--- src/rtl/mric_pkg.sv ---
// ----------------------------------------------------------------------------
// mric_pkg
// Shared types and constants for the mixed-radix index converter.
// ----------------------------------------------------------------------------
package mric_pkg;
   localparam int NUM_REG_DIMS = 3;
   localparam int MAX_EXTENT   = 1024;
   localparam logic CMD_TO_INDEX = 1'b0;
   localparam logic CMD_TO_COORD = 1'b1;
   localparam logic [2:0] REG_DIMS = 3'd0;
   localparam logic [2:0] REG_LB0  = 3'd1;
   localparam logic [2:0] REG_LB1  = 3'd2;
   localparam logic [2:0] REG_LB2  = 3'd3;
   localparam logic [2:0] REG_EXT0 = 3'd4;
   localparam logic [2:0] REG_EXT1 = 3'd5;
   localparam logic [2:0] REG_EXT2 = 3'd6;

   typedef struct packed {
      logic               command;
      logic [2:0][15:0]   coord;
      logic [29:0]        index;
   } item_type;

   typedef struct packed {
      logic [29:0]        index;
      logic [2:0][15:0]   coord;
      logic [30:0]        size;
      logic               oor;
   } result_type;

   // Effective configuration, with a reciprocal ceil(2^(30+shift)/ext) and
   // its shift per extent, rebuilt after every write.
   typedef struct packed {
      logic [1:0]         dims;
      logic [2:0][15:0]   lb;
      logic [2:0][10:0]   ext;
      logic [2:0][31:0]   recip;
      logic [2:0][3:0]    shift;
   } cfg_type;
endpackage

--- src/rtl/mric_front.sv ---
// ----------------------------------------------------------------------------
// mric_front
// Register bank, extent reciprocal builder and a two-entry input queue
// decoupling the front from the arithmetic back end.
// ----------------------------------------------------------------------------
module mric_front import mric_pkg::*; #(
   parameter int MAX_DIMS = 3
) (
   input  logic        clock,
   input  logic        reset,
   input  logic        csr_valid,
   output logic        csr_ready,
   input  logic [2:0]  csr_index,
   input  logic [15:0] csr_data,
   input  logic        in_valid,
   output logic        in_ready,
   input  item_type    in_item,
   output logic        q_valid,
   input  logic        q_ready,
   output item_type    q_item,
   output cfg_type     cfg
);
   localparam logic [5:0] RECIP_LAST = 6'd39;

   logic [1:0]        dims_ff;
   logic [2:0][15:0]  lb_ff;
   logic [2:0][10:0]  ext_ff;
   item_type [1:0]    q_ff;
   logic              rd_ff, wr_ff;
   logic [1:0]        cnt_ff;
   logic              push, pop;
   logic              busy_ff;
   logic [5:0]        step_ff;
   logic [2:0][10:0]  rem_ff;
   logic [2:0][31:0]  quo_ff;
   logic [2:0][31:0]  recip_ff;
   logic [2:0][3:0]   lg_ff;
   logic [2:0][3:0]   lg;
   logic [2:0][10:0]  rem_in;
   logic [2:0][31:0]  quo_in;

   assign csr_ready = 1'b1;

   always_ff @(posedge clock) begin
      if (reset) begin
         dims_ff <= 2'd1;
         lb_ff   <= '0;
         ext_ff  <= {3{11'd1}};
      end else if (csr_valid) begin
         if (csr_index == REG_DIMS) dims_ff <= csr_data[1:0];
         else if (csr_index >= REG_LB0 && csr_index <= REG_LB2)
            lb_ff[2'(csr_index - REG_LB0)] <= csr_data;
         else if (csr_index >= REG_EXT0 && csr_index <= REG_EXT2)
            ext_ff[2'(csr_index - REG_EXT0)] <= csr_data[10:0];
      end
   end

   always_comb begin
      logic [2:0] n;
      n = (dims_ff == 2'd0) ? 3'd1 : {1'b0, dims_ff};
      if (n > 3'(MAX_DIMS)) n = 3'(MAX_DIMS);
      if (n > 3'(NUM_REG_DIMS)) n = 3'(NUM_REG_DIMS);
      cfg.dims  = n[1:0];
      cfg.lb    = lb_ff;
      cfg.recip = recip_ff;
      cfg.shift = lg_ff;
      for (int k = 0; k < NUM_REG_DIMS; k++) begin
         if (ext_ff[k] == 11'd0) cfg.ext[k] = 11'd1;
         else if (ext_ff[k] > 11'(MAX_EXTENT)) cfg.ext[k] = 11'(MAX_EXTENT);
         else cfg.ext[k] = ext_ff[k];
         if (k >= int'(n)) cfg.ext[k] = 11'd1;
      end
   end

   // One restoring step per cycle of (2^(30+lg) - 1) / ext, bit 39 first
   always_comb begin
      logic [11:0] t;
      logic        b;
      for (int k = 0; k < NUM_REG_DIMS; k++) begin
         lg[k] = 4'd0;
         for (int j = 0; j < 11; j++)
            if ((11'd1 << j) < cfg.ext[k]) lg[k] = 4'(j + 1);
         b = (RECIP_LAST - step_ff) < (6'd30 + 6'(lg[k]));
         t = {rem_ff[k], b};
         if (t >= {1'b0, cfg.ext[k]}) begin
            rem_in[k] = 11'(t - {1'b0, cfg.ext[k]});
            quo_in[k] = {quo_ff[k][30:0], 1'b1};
         end else begin
            rem_in[k] = t[10:0];
            quo_in[k] = {quo_ff[k][30:0], 1'b0};
         end
      end
   end

   always_ff @(posedge clock) begin
      if (reset) begin
         busy_ff  <= 1'b0;
         step_ff  <= '0;
         rem_ff   <= '0;
         quo_ff   <= '0;
         recip_ff <= {3{32'h4000_0000}};
         lg_ff    <= '0;
      end else if (csr_valid) begin
         // any write may move an effective extent: rebuild all three
         busy_ff <= 1'b1;
         step_ff <= '0;
         rem_ff  <= '0;
         quo_ff  <= '0;
      end else if (busy_ff) begin
         rem_ff  <= rem_in;
         quo_ff  <= quo_in;
         step_ff <= step_ff + 6'd1;
         if (step_ff == RECIP_LAST) begin
            busy_ff <= 1'b0;
            for (int k = 0; k < NUM_REG_DIMS; k++) begin
               recip_ff[k] <= quo_in[k] + 32'd1;
               lg_ff[k]    <= lg[k];
            end
         end
      end
   end

   assign in_ready = (cnt_ff != 2'd2) && !busy_ff;
   assign q_valid  = (cnt_ff != 2'd0);
   assign q_item   = q_ff[rd_ff];
   assign push     = in_valid && in_ready;
   assign pop      = q_valid && q_ready;

   always_ff @(posedge clock) begin
      if (push) q_ff[wr_ff] <= in_item;
      if (reset) begin
         rd_ff <= 1'b0; wr_ff <= 1'b0; cnt_ff <= 2'd0;
      end else begin
         if (push) wr_ff <= ~wr_ff;
         if (pop)  rd_ff <= ~rd_ff;
         cnt_ff <= cnt_ff + 2'(push) - 2'(pop);
      end
   end
endmodule

--- config.mk ---
export PLATFORM = sky130hd
export DESIGN_NAME = mric_front
export DESIGN_NICKNAME = d
export VERILOG_FILES = /design/src/rtl/mric_pkg.sv /design/src/rtl/mric_front.sv
export SDC_FILE = /design/constraint.sdc
export NUM_CORES = 1
export LEC_CHECK = 0
export BUFFER_PORTS_ARGS = -buffer_cell sky130_fd_sc_hd__buf_2
export CAP_MARGIN = 20
export CELL_PAD_IN_SITES_DETAIL_PLACEMENT = 1
export CELL_PAD_IN_SITES_GLOBAL_PLACEMENT = 1
export CORE_MARGIN = 1
export CORE_UTILIZATION = 43
export CTS_CLUSTER_DIAMETER = 120
export CTS_CLUSTER_SIZE = 20
export DETAILED_ROUTE_END_ITERATION = 6
export PLACE_DENSITY = 0.88
export REMOVE_ABC_BUFFERS = 1
export SYNTH_ARGS = -nofsm -noshare
export SYNTH_HDL_FRONTEND = slang
export SYNTH_SLANG_ARGS = --single-unit
--- constraint.sdc ---
create_clock -name clock -period 8.6 [get_ports clock]
set_input_delay 1.29 -clock clock [delete_from_list [all_inputs] [get_ports clock]]
set_output_delay 1.29 -clock clock [all_outputs]
set_load 0.01 [all_outputs]
==> results.cfg, run 1 <==
[power_and_ir_drop]
power_density_nw_per_um2 = 192.5
clkPwrFrac_pct = 28.2
p_switching_mw = 1.384
power.leakage_nw = 9.808
switching_share_pct = 28.28
seqPwrFrac_pct = 53.1
power.total_mw = 4.895
vdd_ir_drop_max_mv = 0.1431
p_int_mw = 3.511
combinationalPowerShare_pct = 18.7

[floorplan]
start_util_pct = 43.51
rows = 83
die_w_um = 229.6
core_area_um2 = 51200
die_y_um = 229.6
die_area_um2 = 52720
pin_count = 376

[yosys]
yosys-top-cells-area = dfxtp_1 29%, edfxtp_1 21%, nand2_1 5.2%
seq_area_frac_synth_pct = 50.78
synth_top_cell_by_area = dfxtp_1
synth.cell_area_um2 = 22280
syn_avg_cell_area_um2 = 9.723
synthDistinctLibCells = 72
synth_top_cell_area_share_pct = 29.48
syn_inst = 2291
synth_ff_type = dfxtp_1
yosys_warnings = 0
synth_edf_count = 158
ys_ff_latch = 486
synthArstFlopShare_pct = 0

[worst_setup_path]
slowest_stage = nor4_1
end_kind = flip-flop
cpLargestDelayFamily = simple AND/OR/NAND/NOR gates
worst-path-max-fanout = 16
worstPathArrival_ns = 8.14
cpMostUsedCell = nand2_1
required_ns = 9.07
r2r_slack_ns = 0.93
start_kind = flip-flop
critPathBufInv = 1
max_stage_delay_ns = 0.76
crit_type = flip-flop to flip-flop

[clocking]
cts_tree = built
holdBufCountCts = 0
clockBufferDepth = 3
post_cts_buffers = 0
path_clk_slew_ns = 0.09
h-tree-depth = 1
numCtsBuffers = 28
cts-root-buf = clkbuf_16
clock-sinks = 486
clock_latency_ns = 0.58
ctsResizeCount = 0

[placed_design]
placed_cells = 3221
preCtsSetupSlack_ns = 1.033
place_hpwl_mm = 47.91
placed_area_um2 = 24600
routabilityCongestion = 0.9014
numPortBuffers = 374

[global_route]
antenna_found_initial = 2
grt_start_max_net_pins = 102
grt_overflow = 0
grt_usage_pct = 24.61
grt_pass1_vias = 18552
grt_pass1_wl_mm = 104.4

[sta]
slew_viol_final = 0
rsz0062_at_grt = false
fin_setup_tns_ns = 0
hold_violations = 0
fin_crit_ns = 7.668
setup_slack_ns = 0.9318
fin_worst_skew_ns = 0.02140
fmaxAchievable_mhz = 130.4
fin_crit_sh_pct = 89.17
setup_viol = 0
tightest_slew_ns = 1.137
slew_headroom_pct = 24.22

[detailed_routing]
viasPerCell = 5.561
wl_mm = 66.73
dr.pass1.iters = 5
drt_iter0_drc = 865
vias = 18168
wire_per_inst_um = 20.43
detail-route-antenna-nets = 0
drc_errors = 0

[layout]
area_delta_synth_final_pct = 14.15
finalNetCount = 2740
antenna_cells = 0
post-route-cell-area_um2 = 25430
final_cells = 3267
drive_gt1_share_pct = 20.56

[flow_run]
drv_cap = 0

[run_status]
status = finished, final reports clean

[worst_hold_path]
hold_path_class = flip-flop to flip-flop
==> registers in the layout (all words and copies together) (netlist names) <==
signal and cells:
cfg 156, rd_ff 1, cnt_ff 2, q_ff 158
step_ff 6, rem_ff 33, wr_ff 1, quo_ff 93
busy_ff 1, dims_ff 2, ext_ff 33
==> final timing paths <==
path               from        to  cells past startpoint
max          dims_ff[1]  cfg[106]                     29
min            cfg[145]  cfg[145]                      2
max reg2reg  dims_ff[1]  cfg[106]                     29
min reg2reg    cfg[145]  cfg[145]                      2
==> cell type report <==
cell class	instances	area [um2]
inverters	61	229.0
clock buffers	42	774.5
repair buffers	392	2031
fillers	5939	25770
flip-flops and latches	486	11320
well taps	680	850.8
clock inverters	1	16.27
multi-input cells	1605	10210
==> power groups by stage <==
stage	clock network, mW	registers (mW)	logic [mW]
2_1_floorplan	0	2.63	0.576
3_3_place_gp	0	2.63	0.857
3_5_place_dp	0	2.65	0.901
4_1_cts	1.43	2.60	0.913
5_1_grt	1.50	2.61	0.984
6_report	1.38	2.60	0.914
==> worst reg2reg max path: cells and delay by family (launching register included) <==
| kind | cells | cell delay (ns) |
|---|---|---|
| AO/OA/AOI/OAI | 11 | 2.01 |
| XOR/XNOR | 1 | 0.15 |
| flip-flops | 1 | 0.67 |
| adder cells (fa/ha/maj) | 5 | 1.44 |
| buffers and inverters | 1 | 0.20 |
| AND/OR/NAND/NOR | 11 | 3.09 |
==> per-layer routing <==
metal / part of all wire (%) / GRT usage [%]
met1: 42 / 30.37
met2: 50 / 43.60
met3: 6.1 / 4.569
met4: 2.5 / 6.729
met5: 0 / 0
==> placed cells by master (no fill, tap or decap), types with 8 or more instances in the layout <==
cell type	synthesis	layout
clkbuf_16	0	29
edfxtp_1	158	158
mux2_2	81	81
nor3_1	27	27
o21a_1	15	15
buf_2	7	374
o211ai_1	8	8
xor2_1	47	47
or3_1	18	18
xnor2_1	54	54
inv_1	60	60
nand2_1	307	307
nand4_1	28	28
o21ai_0	65	65
dfxtp_1	328	326
a31oi_1	29	29
nand3_1	59	59
o2111ai_1	10	10
clkbuf_1	115	13
o31ai_1	10	10
nand2b_1	22	22
mux2i_1	105	105
and3_1	27	26
nand3b_1	8	8
ha_1	60	60
a211oi_1	77	77
a311oi_1	15	15
a21o_1	15	15
nor2b_1	18	18
buf_4	1	16
nor2_1	261	260
and2_1	15	14
a21oi_1	138	138
==> cell usage after synthesis, drive strengths merged (18+ instances only) <==
cell and number:
a211oi 77, a21oi 138, a31oi 29, and3 27, buf 24, clkbuf 115, dfxtp 328, edfxtp 158
ha 60, inv 61, mux2 81, mux2i 105, nand2 307, nand2b 22, nand3 59, nand4 29
nor2 261, nor2b 18, nor3 28, o21ai 70, or3 18, xnor2 54, xor2 47
==> stage by stage <==
stage | hold WS, ns | utilization, %
3_3_place_gp | 0.4402 | 48.04
4_1_cts | 0.4584 | 49.59
2_1_floorplan | 0.4458 | -
3_5_place_dp | 0.4462 | 48.04
5_1_grt | 0.4764 | 49.66
6_report | 0.4573 | 49.66
==> logic make-up after synthesis <==
logic type / count (synthesis) / synth area share (%)
multiplexers: 186 / 8.813
flip-flops: 486 / 50.78
AO/OA/AOI/OAI: 427 / 12.55
adder cells (fa/ha/maj): 63 / 3.640
other: 1 / 0.01683
XOR/XNOR: 101 / 3.971
buffers and inverters: 200 / 3.460
AND/OR/NAND/NOR: 827 / 16.77
(Power assumes the default switching activity.)
==> run 2: changes to the inputs <==
Settings changed: BUFFER_PORTS_ARGS -buffer_cell sky130_fd_sc_hd__buf_2 to -buffer_cell sky130_fd_sc_hd__clkbuf_2.
==> results.cfg, run 2 (synthesis results as in run 1) <==
[sta]
rsz0062_at_grt = false
fin_worst_skew_ns = 0.02517
setup_viol = 0
tightest_slew_ns = 1.089
fmaxAchievable_mhz = 127.8
hold_violations = 0
fin_crit_ns = 7.823
slew_headroom_pct = 27.39
fin_setup_tns_ns = 0
fin_crit_sh_pct = 90.97
slew_viol_final = 0

[worst_setup_path]
crit_type = flip-flop to flip-flop
slowest_stage = nor4_2
worst-path-max-fanout = 16
reg2reg_depth = 28
worstPathArrival_ns = 8.35
reg2reg_to = cfg[72]
max_stage_delay_ns = 0.73
rr_startpoint = dims_ff[1]
required_ns = 9.13
cpLargestDelayFamily = simple AND/OR/NAND/NOR gates
start_kind = flip-flop
cpMostUsedCell = ha_1
r2r_slack_ns = 0.78
critPathBufInv = 1
end_kind = flip-flop

[clocking]
clock-sinks = 486
clockBufferDepth = 3
clock_latency_ns = 0.60
h-tree-depth = 1
holdBufCountCts = 0
cts_tree = built
cts-root-buf = clkbuf_16
numCtsBuffers = 28
ctsResizeCount = 0
path_clk_slew_ns = 0.09
post_cts_buffers = 0

[layout]
fin_util_pct = 49.70
final_common_cell = clkbuf_2
final_cells = 3267
largest_reg_flops = 158
drive_gt1_share_pct = 20.60
area_delta_synth_final_pct = 14.23
final_cell_mix = 373 x clkbuf_2, 326 x dfxtp_1, 307 x nand2_1
largest_register = q_ff
antenna_cells = 0
finalNetCount = 2741

[placed_design]
routabilityCongestion = 0.8992
numPortBuffers = 374
placed_cells = 3222
place_hpwl_mm = 47.55

[floorplan]
start_util_pct = 43.51
die_w_um = 229.6
rows = 83
die_area_um2 = 52720
core_area_um2 = 51200
pin_count = 376
die_y_um = 229.6

[global_route]
grt_pass1_vias = 18639
grt_start_max_net_pins = 104
antenna_found_initial = 0
grt_pass1_wl_mm = 103.2
grt_usage_pct = 24.27
grt_overflow = 0

[detailed_routing]
drc_errors = 0
drt_iter0_drc = 991
detail-route-antenna-nets = 0
dr.pass1.iters = 5
vias = 18140
viasPerCell = 5.552
wire_per_inst_um = 20.12
wl_mm = 65.72

[worst_hold_path]
hold_end = cfg[185]
hold_path_class = flip-flop to flip-flop
hp-start = cfg[185]
hold_depth = 2

[power_and_ir_drop]
seqPwrFrac_pct = 53.3
p_int_mw = 3.490
p_switching_mw = 1.379
combinationalPowerShare_pct = 18.7
power_density_nw_per_um2 = 191.4
power.total_mw = 4.869
vdd_ir_drop_max_mv = 0.1468
switching_share_pct = 28.32
clkPwrFrac_pct = 28.0
power.leakage_nw = 9.690

[run_status]
status = finished, final reports clean

[flow_run]
drv_cap = 0
run 2: worst register-to-register path, delay by kind of cell (launching register included):
kind | cells | cell delay [ns]
AOI/OAI and AO/OA | 10 | 2.20
adders and majority gates | 5 | 1.56
and+or+nand+nor | 12 | 2.91
buffers and inverters | 1 | 0.40
DFF | 1 | 0.67
run 2: per-layer routing:
metal	part of all wire (%)	GRT usage (%)
met3	5.6	4.532
met5	0	0
met1	42	29.93
met4	2.7	6.917
met2	49	42.85
run 2: worst max-delay path by stage:
stage / startpoint / end / cells past startpoint
global placement: dims_ff[1] / cfg[72] / 28
finish: dims_ff[1] / cfg[72] / 28
floorplan: busy_ff / cfg[81] / 4
global route: dims_ff[1] / cfg[72] / 28
CTS: dims_ff[1] / cfg[64] / 28
detailed placement: dims_ff[1] / cfg[64] / 28
run 2: area by class of cell:
class / instances / area [um2]
fill: 5897 / 25750
sequential: 486 / 11320
multi-input combinational: 1605 / 10210
timing repair buffer: 393 / 2061
tap: 680 / 850.8
clock buffer: 40 / 745.7
inverter: 61 / 229.0
clock inverter: 2 / 32.53
run 2: through the flow:
stage	hold slack, ns	worst slack (ns)	cell area, um2
finish	0.4600	0.7765	25440
global route	0.4796	0.06082	25440
CTS	0.4599	0.8021	25380
detailed placement	0.4483	0.8327	24600
global placement	0.4422	1.397	24600
floorplan	0.4458	0.08786	21730
run 2: power groups by stage:
| stage | logic (mW) | registers (mW) | clock network, mW |
|---|---|---|---|
| 4_1_cts | 0.913 | 2.60 | 1.41 |
| 3_3_place_gp | 0.862 | 2.63 | 0 |
| 2_1_floorplan | 0.576 | 2.63 | 0 |
| 5_1_grt | 0.983 | 2.61 | 1.48 |
| 3_5_place_dp | 0.902 | 2.65 | 0 |
| 6_report | 0.912 | 2.59 | 1.36 |
